--- src/rtl/core/slbe_pkg.sv ---
// ----------------------------------------------------------------------------
// slbe_pkg
// Shared types and constants of the scanline line buffer engine.
// ----------------------------------------------------------------------------
package slbe_pkg;

  localparam int LINE_CELLS_DEF = 160;
  localparam int CELL_W         = 5;
  localparam int POS_W          = 8;
  localparam int BANKS          = 4;
  localparam int BANK_AW_MAX    = 6;

  typedef enum logic [1:0] {
    CMD_CLEAR   = 2'd0,
    CMD_OBJECT  = 2'd1,
    CMD_GRAPHIC = 2'd2,
    CMD_READ    = 2'd3
  } cmd_t;

  // Readout formats.
  localparam logic [1:0] RM_WIDE   = 2'd0;
  localparam logic [1:0] RM_NONE   = 2'd1;
  localparam logic [1:0] RM_HIRES2 = 2'd2;
  localparam logic [1:0] RM_HIRES3 = 2'd3;

  // Register indexes on the configuration port.
  localparam logic REG_KANGAROO  = 1'b0;
  localparam logic REG_READ_MODE = 1'b1;

  // Write request for one cell bank.
  typedef struct packed {
    logic                   en;
    logic [BANK_AW_MAX-1:0] addr;
    logic [CELL_W-1:0]      data;
  } bank_wr_t;

endpackage

--- src/rtl/core/slbe_ram.sv ---
// ----------------------------------------------------------------------------
// slbe_ram
// Generic simple dual-port RAM with one write port and a registered read.
// ----------------------------------------------------------------------------
module slbe_ram #(
  parameter int WIDTH = 8,
  parameter int DEPTH = 16,
  parameter int AW    = (DEPTH > 1) ? $clog2(DEPTH) : 1
) (
  input  logic             clk,
  input  logic             we,
  input  logic [AW-1:0]    waddr,
  input  logic [WIDTH-1:0] wdata,
  input  logic [AW-1:0]    raddr,
  output logic [WIDTH-1:0] rdata
);

  logic [WIDTH-1:0] mem [DEPTH];
  logic [WIDTH-1:0] rdata_r;

  always_ff @(posedge clk) begin
    if (we) begin
      mem[waddr] <= wdata;
    end
    rdata_r <= mem[raddr];
  end

  assign rdata = rdata_r;

endmodule

--- src/rtl/core/slbe_write.sv ---
// ----------------------------------------------------------------------------
// slbe_write
// Turns one graphic byte into per-bank cell writes and the next position.
// ----------------------------------------------------------------------------
module slbe_write
  import slbe_pkg::*;
#(
  parameter int LINE_CELLS = LINE_CELLS_DEF
) (
  input  logic                   go,
  input  logic [POS_W-1:0]       position,
  input  logic [2:0]             palette,
  input  logic                   wide,
  input  logic                   kangaroo,
  input  logic [7:0]             graphic_byte,
  input  logic [15:0]            source_address,
  input  logic                   holey_eight,
  input  logic                   holey_sixteen,
  output bank_wr_t [BANKS-1:0]   bank_wr,
  output logic [POS_W-1:0]       position_next
);

  localparam logic [POS_W:0] LINE_LIMIT = (POS_W+1)'(LINE_CELLS);

  logic       holey;
  logic [7:0] data;

  // Cell nibble of the j-th cell of the byte, in write order.
  function automatic logic [3:0] slot_nib(input logic [7:0] d, input logic w,
                                          input logic [1:0] j);
    logic [3:0] n;
    n = 4'd0;
    if (w) begin
      case (j)
        2'd0:    n = {d[3:2], d[7:6]};
        2'd1:    n = {d[1:0], d[5:4]};
        default: n = 4'd0;
      endcase
    end else begin
      case (j)
        2'd0:    n = {2'b00, d[7:6]};
        2'd1:    n = {2'b00, d[5:4]};
        2'd2:    n = {2'b00, d[3:2]};
        default: n = {2'b00, d[1:0]};
      endcase
    end
    return n;
  endfunction

  assign holey = source_address[15] &&
                 ((holey_sixteen && source_address[12]) ||
                  (holey_eight && source_address[11]));
  assign data  = holey ? 8'd0 : graphic_byte;

  assign position_next = position + (wide ? POS_W'(2) : POS_W'(4));

  // Consecutive positions fall into distinct banks, so each bank takes at
  // most one cell of the byte.
  always_comb begin
    logic [1:0]       j;
    logic [POS_W-1:0] pos_j;
    logic [3:0]       nib;
    logic [CELL_W-1:0] val;
    logic             active;
    for (int b = 0; b < BANKS; b++) begin
      j      = 2'(b) - position[1:0];
      pos_j  = position + {6'd0, j};
      nib    = slot_nib(data, wide, j);
      val    = wide ? {palette[2], nib} : {palette, nib[1:0]};
      active = !wide || (j < 2'd2);
      bank_wr[b].en   = go && active && ({1'b0, pos_j} < LINE_LIMIT) &&
                        ((nib != 4'd0) || kangaroo);
      bank_wr[b].addr = pos_j[POS_W-1:2];
      bank_wr[b].data = (nib != 4'd0) ? val : '0;
    end
  end

endmodule

--- src/rtl/core/slbe_read.sv ---
// ----------------------------------------------------------------------------
// slbe_read
// Formats a stored cell into the palette offset of one output pixel.
// ----------------------------------------------------------------------------
module slbe_read
  import slbe_pkg::*;
(
  input  logic [CELL_W-1:0] entry,
  input  logic [1:0]        mode,
  input  logic              odd,
  input  logic              hit,
  output logic [CELL_W-1:0] color
);

  logic [CELL_W-1:0] v;

  always_comb begin
    case (mode)
      RM_WIDE:   v = entry;
      RM_HIRES2: v = odd ? {entry[4], 2'b00, entry[0], entry[2]}
                         : {entry[4], 2'b00, entry[1], entry[3]};
      RM_HIRES3: v = odd ? {entry[4:2], entry[0], 1'b0}
                         : {entry[4:1], 1'b0};
      default:   v = '0;
    endcase
  end

  // A pair of zero low bits selects the background.
  assign color = (hit && (v[1:0] != 2'b00)) ? v : '0;

endmodule

--- src/rtl/core/scanline_line_buffer_engine.sv ---
// ----------------------------------------------------------------------------
// scanline_line_buffer_engine
// One scanline of 5-bit palette cells, filled object by object from graphic
// bytes and read back one output pixel at a time.
// ----------------------------------------------------------------------------
//
//  Channel   Handshake                       Payload
//  --------  ------------------------------  -------------------------------
//  input     start && !busy                  in_cmd .. in_pixel_x
//  result    out_valid (one cycle, no stall) out_color_index, out_pixel_valid
//  config    psel && penable && pwrite       paddr, pwdata, prdata
//
// Every command is a beat that yields exactly one result beat, registered
// through s1_valid_r and out_valid_r; a new command may follow in every cycle,
// so busy is never raised. The line is held in four cell banks (one per
// position mod 4), so a graphic byte writes its four or two cells together at
// acceptance, and a read uses the registered read port of the banks plus one
// format stage. Each cell has a valid flip-flop; reset and the clear command
// drop all of them at once, and a cell that is not valid reads as zero, so
// there is no clearing pass. Reset is synchronous and active low. The receiver
// cannot stall, so nothing ever waits inside the block.
//
module scanline_line_buffer_engine
  import slbe_pkg::*;
#(
  parameter int LINE_CELLS = LINE_CELLS_DEF
) (
  input  logic        clk,
  input  logic        rst_n,

  input  logic        start,
  output logic        busy,
  input  logic [1:0]  in_cmd,
  input  logic [7:0]  in_start_position,
  input  logic [2:0]  in_palette_number,
  input  logic        in_wide_mode,
  input  logic        in_update_wide_mode,
  input  logic [7:0]  in_graphic_byte,
  input  logic [15:0] in_source_address,
  input  logic        in_holey_eight,
  input  logic        in_holey_sixteen,
  input  logic [8:0]  in_pixel_x,

  output logic        out_valid,
  output logic [4:0]  out_color_index,
  output logic        out_pixel_valid,

  input  logic        psel,
  input  logic        penable,
  input  logic        pwrite,
  input  logic [2:0]  paddr,
  input  logic [31:0] pwdata,
  output logic [31:0] prdata,
  output logic        pready
);

  // Each bank holds every fourth cell of the line.
  localparam int BANK_DEPTH = (LINE_CELLS + BANKS - 1) / BANKS;
  localparam int BAW        = (BANK_DEPTH > 1) ? $clog2(BANK_DEPTH) : 1;
  localparam int IW         = $clog2(LINE_CELLS);
  localparam logic [POS_W-1:0] LAST_CELL = POS_W'(LINE_CELLS - 1);

  // Configuration registers.
  logic       kangaroo_r;
  logic [1:0] read_mode_r;
  logic       cfg_wr;

  // Object state.
  logic [POS_W-1:0] write_position_r, write_position_nxt;
  logic [2:0]       current_palette_r, current_palette_nxt;
  logic             current_wide_r, current_wide_nxt;

  // Cell valid flags.
  logic [LINE_CELLS-1:0] cell_valid_r, cell_valid_nxt;

  // Read stage registers.
  logic                  s1_valid_r;
  logic                  s1_read_r;
  logic                  s1_hit_r;
  logic [1:0]            s1_bank_r;
  logic                  s1_odd_r;
  logic [1:0]            s1_mode_r;

  // Result registers.
  logic              out_valid_r;
  logic [CELL_W-1:0] out_color_r;
  logic              out_pv_r;

  logic                 accept;
  cmd_t                 cmd;
  logic                 is_read;
  logic [POS_W-1:0]     rd_idx;
  logic                 rd_in_line;
  logic [BAW-1:0]       rd_addr;
  logic [POS_W-1:0]     pos_next;
  bank_wr_t [BANKS-1:0] bank_wr;
  logic [CELL_W-1:0]    bank_rdata [BANKS];
  logic [CELL_W-1:0]    color;

  assign busy   = 1'b0;
  assign pready = 1'b1;
  assign accept = start && !busy;
  assign cmd    = cmd_t'(in_cmd);

  // --------------------------------------------------------------------------
  // Configuration port. Only bit 2 of the address picks the register.
  // --------------------------------------------------------------------------
  assign cfg_wr = psel && penable && pwrite && pready;

  always_ff @(posedge clk) begin
    if (!rst_n) begin
      kangaroo_r  <= 1'b0;
      read_mode_r <= RM_WIDE;
    end else if (cfg_wr) begin
      if (paddr[2] == REG_KANGAROO) begin
        kangaroo_r <= pwdata[0];
      end else begin
        read_mode_r <= pwdata[1:0];
      end
    end
  end

  assign prdata = (paddr[2] == REG_READ_MODE) ? {30'd0, read_mode_r}
                                              : {31'd0, kangaroo_r};

  // --------------------------------------------------------------------------
  // Write path: a graphic byte is steered into the banks at acceptance.
  // --------------------------------------------------------------------------
  slbe_write #(
    .LINE_CELLS(LINE_CELLS)
  ) u_write (
    .go             (accept && (cmd == CMD_GRAPHIC)),
    .position       (write_position_r),
    .palette        (current_palette_r),
    .wide           (current_wide_r),
    .kangaroo       (kangaroo_r),
    .graphic_byte   (in_graphic_byte),
    .source_address (in_source_address),
    .holey_eight    (in_holey_eight),
    .holey_sixteen  (in_holey_sixteen),
    .bank_wr        (bank_wr),
    .position_next  (pos_next)
  );

  always_comb begin
    write_position_nxt  = write_position_r;
    current_palette_nxt = current_palette_r;
    current_wide_nxt    = current_wide_r;
    if (accept) begin
      case (cmd)
        CMD_OBJECT: begin
          write_position_nxt  = in_start_position;
          current_palette_nxt = in_palette_number;
          if (in_update_wide_mode) begin
            current_wide_nxt = in_wide_mode;
          end
        end
        CMD_GRAPHIC: begin
          write_position_nxt = pos_next;
        end
        default: begin
        end
      endcase
    end
  end

  // A clear drops every flag; a written cell becomes valid, zero or not.
  always_comb begin
    cell_valid_nxt = cell_valid_r;
    if (accept && (cmd == CMD_CLEAR)) begin
      cell_valid_nxt = '0;
    end else begin
      for (int b = 0; b < BANKS; b++) begin
        if (bank_wr[b].en) begin
          cell_valid_nxt[IW'({bank_wr[b].addr, 2'(b)})] = 1'b1;
        end
      end
    end
  end

  always_ff @(posedge clk) begin
    if (!rst_n) begin
      write_position_r  <= '0;
      current_palette_r <= '0;
      current_wide_r    <= 1'b0;
      cell_valid_r      <= '0;
    end else begin
      write_position_r  <= write_position_nxt;
      current_palette_r <= current_palette_nxt;
      current_wide_r    <= current_wide_nxt;
      cell_valid_r      <= cell_valid_nxt;
    end
  end

  // --------------------------------------------------------------------------
  // Read path: all banks read the row of the pixel's cell, then one is picked.
  // --------------------------------------------------------------------------
  assign is_read    = (cmd == CMD_READ);
  assign rd_idx     = in_pixel_x[8:1];
  assign rd_in_line = (rd_idx <= LAST_CELL);
  assign rd_addr    = rd_in_line ? BAW'(rd_idx[POS_W-1:2]) : '0;

  for (genvar b = 0; b < BANKS; b++) begin : g_bank
    slbe_ram #(
      .WIDTH(CELL_W),
      .DEPTH(BANK_DEPTH)
    ) u_ram (
      .clk   (clk),
      .we    (bank_wr[b].en),
      .waddr (BAW'(bank_wr[b].addr)),
      .wdata (bank_wr[b].data),
      .raddr (rd_addr),
      .rdata (bank_rdata[b])
    );
  end

  always_ff @(posedge clk) begin
    if (!rst_n) begin
      s1_valid_r <= 1'b0;
      s1_read_r  <= 1'b0;
    end else begin
      s1_valid_r <= accept;
      s1_read_r  <= accept && is_read && (read_mode_r != RM_NONE);
    end
    // A column past the line reads as background.
    s1_hit_r  <= rd_in_line && cell_valid_r[IW'(rd_idx)];
    s1_bank_r <= rd_idx[1:0];
    s1_odd_r  <= in_pixel_x[0];
    s1_mode_r <= read_mode_r;
  end

  slbe_read u_read (
    .entry (bank_rdata[s1_bank_r]),
    .mode  (s1_mode_r),
    .odd   (s1_odd_r),
    .hit   (s1_read_r && s1_hit_r),
    .color (color)
  );

  always_ff @(posedge clk) begin
    if (!rst_n) begin
      out_valid_r <= 1'b0;
    end else begin
      out_valid_r <= s1_valid_r;
    end
    out_color_r <= color;
    out_pv_r    <= s1_read_r;
  end

  assign out_valid       = out_valid_r;
  assign out_color_index = out_color_r;
  assign out_pixel_valid = out_pv_r;

endmodule

--- config.mk ---
export PLATFORM = sky130hd
export DESIGN_NAME = scanline_line_buffer_engine
export DESIGN_NICKNAME = d
export VERILOG_FILES = /design/src/rtl/core/slbe_pkg.sv /design/src/rtl/core/slbe_ram.sv /design/src/rtl/core/slbe_write.sv /design/src/rtl/core/slbe_read.sv /design/src/rtl/core/scanline_line_buffer_engine.sv
export SDC_FILE = /design/constraint.sdc
export NUM_CORES = 1
export LEC_CHECK = 0
export BUFFER_PORTS_ARGS = -buffer_cell sky130_fd_sc_hd__buf_2
export CORE_AREA = 4 4 284 286
export CTS_BUF_LIST = sky130_fd_sc_hd__clkbuf_4 sky130_fd_sc_hd__clkbuf_8
export DETAILED_ROUTE_END_ITERATION = 10
export DIE_AREA = 0 0 288 290
export PLACE_DENSITY = 0.76
export SYNTH_ARGS = -nofsm -noshare
export SYNTH_HDL_FRONTEND = slang
export SYNTH_HIERARCHICAL = 1
export SYNTH_SLANG_ARGS = --single-unit
--- constraint.sdc ---
create_clock -name clk -period 4 [get_ports clk]
set_clock_uncertainty 0.1 [all_clocks]
set_input_delay 0.8 -clock clk [delete_from_list [all_inputs] [get_ports clk]]
set_output_delay 0.8 -clock clk [all_outputs]
set_load 0.005 [all_outputs]
==> flow_summary.json <==
{
  "status": "finished, final reports clean",
  "preCtsSetupSlack_ps": 174,
  "synthAdderAreaFrac": 0.00545,
  "area_growth_pct": 12.0,
  "clock_path_buffers": 3,
  "cts_buffers": 158,
  "slew_viol_final": 0,
  "synth.area.mux_share": 0.132,
  "synthTopCellsByArea": "edfxtp_1 (56%), dfxtp_1 (9.8%), mux2i_1 (8.1%)",
  "cts_tree": "done",
  "final_hold_viol_count": 0,
  "critical_path_class": "flip-flop to flip-flop",
  "viasPerCell": 6.10,
  "syn_inst": 2955,
  "num_io_pins": 132,
  "die_w_um": 288,
  "setup_viol": 0,
  "cp.required_ps": 4330,
  "yosysSeqAreaShare": 0.661,
  "fin_nets": 3278,
  "synth_common_cells": "edfxtp_1 (800), nor2_1 (387), mux2i_1 (344), dfxtp_1 (210), a21oi_1 (207)",
  "dieHeight_um": 290,
  "p_leak_nw": 15.7,
  "final_util": 0.610,
  "synth_top_family_by_area": "multiplexers",
  "ys_types": 70,
  "fmaxAchievable_mhz": 258,
  "vias": 26600,
  "fillers": 5876,
  "async_reset_ff_frac": 0,
  "yosys.area_share.simple": 0.0749,
  "portBuffers": 54,
  "gp_congestion": 0.938,
  "row_count": 103,
  "relSlewSlack": 0.259,
  "clk_pin_slew_worst_paths_ps": 60,
  "dpl.hpwl_mm": 68.4,
  "final_antenna_net_count": 0,
  "cp-start-kind": "flip-flop",
  "synth-xor-area-share": 0.00472,
  "drv_cap": 0,
  "syn_avg_cell_area_sq_um": 14.5,
  "fin_crit_ps": 3880,
  "grt_pass1_wl_mm": 156,
  "cp_max_fo": 11,
  "track_usage": 0.244,
  "drt-initial-drc-count": 3392,
  "grt_antenna_before_repair": 9,
  "dieArea_sq_um": 83500,
  "hold_class": "input port to flip-flop",
  "post_cts_buffers": 0,
  "ys_ff_latch": 1010,
  "grt.overflow.total": 0,
  "syn_area_sq_um": 42700,
  "grt_max_degree": 76,
  "design.core.area_sq_um": 78400,
  "synthFlopType": "edfxtp_1",
  "worst_slew_pin_slew_ps": 1110,
  "period_share": 0.969,
  "synth_top_area_cell": "edfxtp_1",
  "clkSinkCount": 1010,
  "fin_ws_ps": 125,
  "synth_most_common_cell": "edfxtp_1",
  "dr.pass1.iters": 8,
  "start_util": 0.545,
  "synth_edf_count": 800,
  "wire_per_inst_um": 23.6,
  "grt_pass1_vias": 26700,
  "cp.arrival_ps": 4210,
  "crit_path_end_kind": "flip-flop",
  "drc_errors": 0,
  "wirelength_mm": 103,
  "synth-compound-area-share": 0.0894,
  "rsz0062_at_grt": "true",
  "drive_gt1_frac": 0.194,
  "power_density_nw_per_um2": 457,
  "clock-root-buffer": "clkbuf_8",
  "htree_levels": 4,
  "peakVddDrop_mv": 0.292,
  "post-synth-top-area-fraction": 0.563,
  "insertion_delay_ps": 830,
  "yosysWarnings": 6
}
==> path summary, 6_finish.rpt <==
| path | start | endpoint | slack, ps | cells after the start |
|---|---|---|---|---|
| max | write_position_r[1] | g_bank[1].u_ram/mem[37][0] | 120 | 11 |
| min | pwdata[1] | read_mode_r[1] | 150 | 3 |
| max reg2reg | write_position_r[1] | g_bank[1].u_ram/mem[37][0] | 120 | 11 |
| min reg2reg | s1_read_r | out_pixel_valid | 260 | 0 |
==> metal layers <==
| metal | wire (um) | global-route usage | up-vias |
|---|---|---|---|
| met5 | 13 | 0 | - |
| met1 | 40600 | 0.332 | 13100 |
| met2 | 47700 | 0.377 | 1459 |
| met3 | 11300 | 0.0714 | 253 |
| met4 | 3270 | 0.0859 | 2 |
| li1 | - | - | 11700 |
==> sequential cells by signal, summed over array words and instances, names as in the netlist, 2 cells and up <==
name / count
g_bank.u_ram/mem: 800
cell_valid_r: 160
g_bank.u_ram/rdata: 20
write_position_r: 8
out_color_index: 5
current_palette_r: 3
read_mode_r: 2
s1_bank_r: 2
s1_mode_r: 2
==> cells by family after synthesis <==
family,count (synthesis)
mux,450
flops,1010
fa+ha+maj,18
buf+inv,224
xor+xnor,23
simple gates,701
other cells,2
compound gates,527
==> cell type report <==
type / instances / area, sq um / area share
clock buffers: 217 / 2660 / 0.0555
repair buffers: 227 / 1720 / 0.0360
inverters: 21 / 78.8 / 0.00165
well taps: 1050 / 1310 / 0.0275
multi-input cells: 1751 / 13300 / 0.278
clock inverters: 72 / 513 / 0.0107
diodes: 9 / 22.5 / 0.000471
flip-flops and latches: 1010 / 28200 / 0.590
==> stage by stage <==
step | total power, mW | hold WS [ps] | setup TNS [ps] | cells | instance area (sq um)
3_5_place_dp | 13.5 | 245 | 0 | 4058 | 44600
3_3_place_gp | 13.4 | 255 | 0 | 4058 | 44600
6_report | 21.9 | 151 | 0 | 4357 | 47800
5_1_grt | 22.6 | 125 | -133 | 4350 | 47800
4_1_cts | 22.0 | 89.0 | 0 | 4348 | 47800
2_1_floorplan | 12.9 | 224 | 0 | 2985 | 42800
==> power by group <==
| part | switching (mW) | internal [mW] | total, mW | leakage, nW |
|---|---|---|---|---|
| Clock | 4.00 | 4.56 | 8.56 | 1.68 |
| Sequential | 0.0580 | 11.5 | 11.5 | 8.21 |
| Combinational | 1.19 | 0.597 | 1.79 | 5.77 |
| Total | 5.25 | 16.6 | 21.9 | 15.7 |
==> cells in the final DEF (no fill, tap or decap), types with 6 or more instances in the layout <==
cell / Yosys / routed
edfxtp_1: 800 / 800
diode_2: 0 / 9
mux4_2: 58 / 58
buf_4: 64 / 160
nand3_1: 33 / 33
a21oi_1: 207 / 207
nand2b_1: 39 / 39
nor2_1: 387 / 380
o211a_1: 8 / 8
nor3b_1: 13 / 13
o21ai_0: 17 / 17
buf_12: 9 / 12
nor2b_1: 35 / 34
o22ai_1: 22 / 22
a22o_1: 47 / 47
dfxtp_1: 210 / 210
nor2_2: 0 / 7
clkinv_1: 0 / 39
buf_2: 18 / 54
a31oi_1: 13 / 12
nand4_1: 7 / 7
conb_1: 2 / 32
clkinv_2: 0 / 16
xor2_1: 10 / 10
clkbuf_4: 0 / 53
clkinv_8: 0 / 6
clkbuf_8: 0 / 164
a221oi_1: 20 / 20
mux4_1: 22 / 22
a22oi_1: 102 / 102
o41ai_2: 20 / 20
xnor2_1: 13 / 11
nand2_1: 101 / 100
and2_1: 22 / 18
nor3_1: 24 / 20
inv_1: 20 / 20
mux2_2: 26 / 26
a221oi_2: 20 / 20
ha_1: 17 / 17
mux2i_1: 344 / 344
==> timing repair <==
item | CTS | global route
hold endpoints to repair | 1 | 0
gates resized for setup | 0 | 1
hold buffers | 1 | 0
setup endpoints to repair | 0 | 86
==> worst max-delay path: stages (launching register included) <==
cell and delay (ps):
dfxtp_1 330, buf_4 200, ha_1 410, a22o_1 290
a222oi_1 140, o22ai_1 320, nor2_1 150, a211oi_1 250
buf_4 230, nor2b_1 280, nand3_1 270, nor2_1 530
Note: power is estimated with default switching activity, not from simulation.
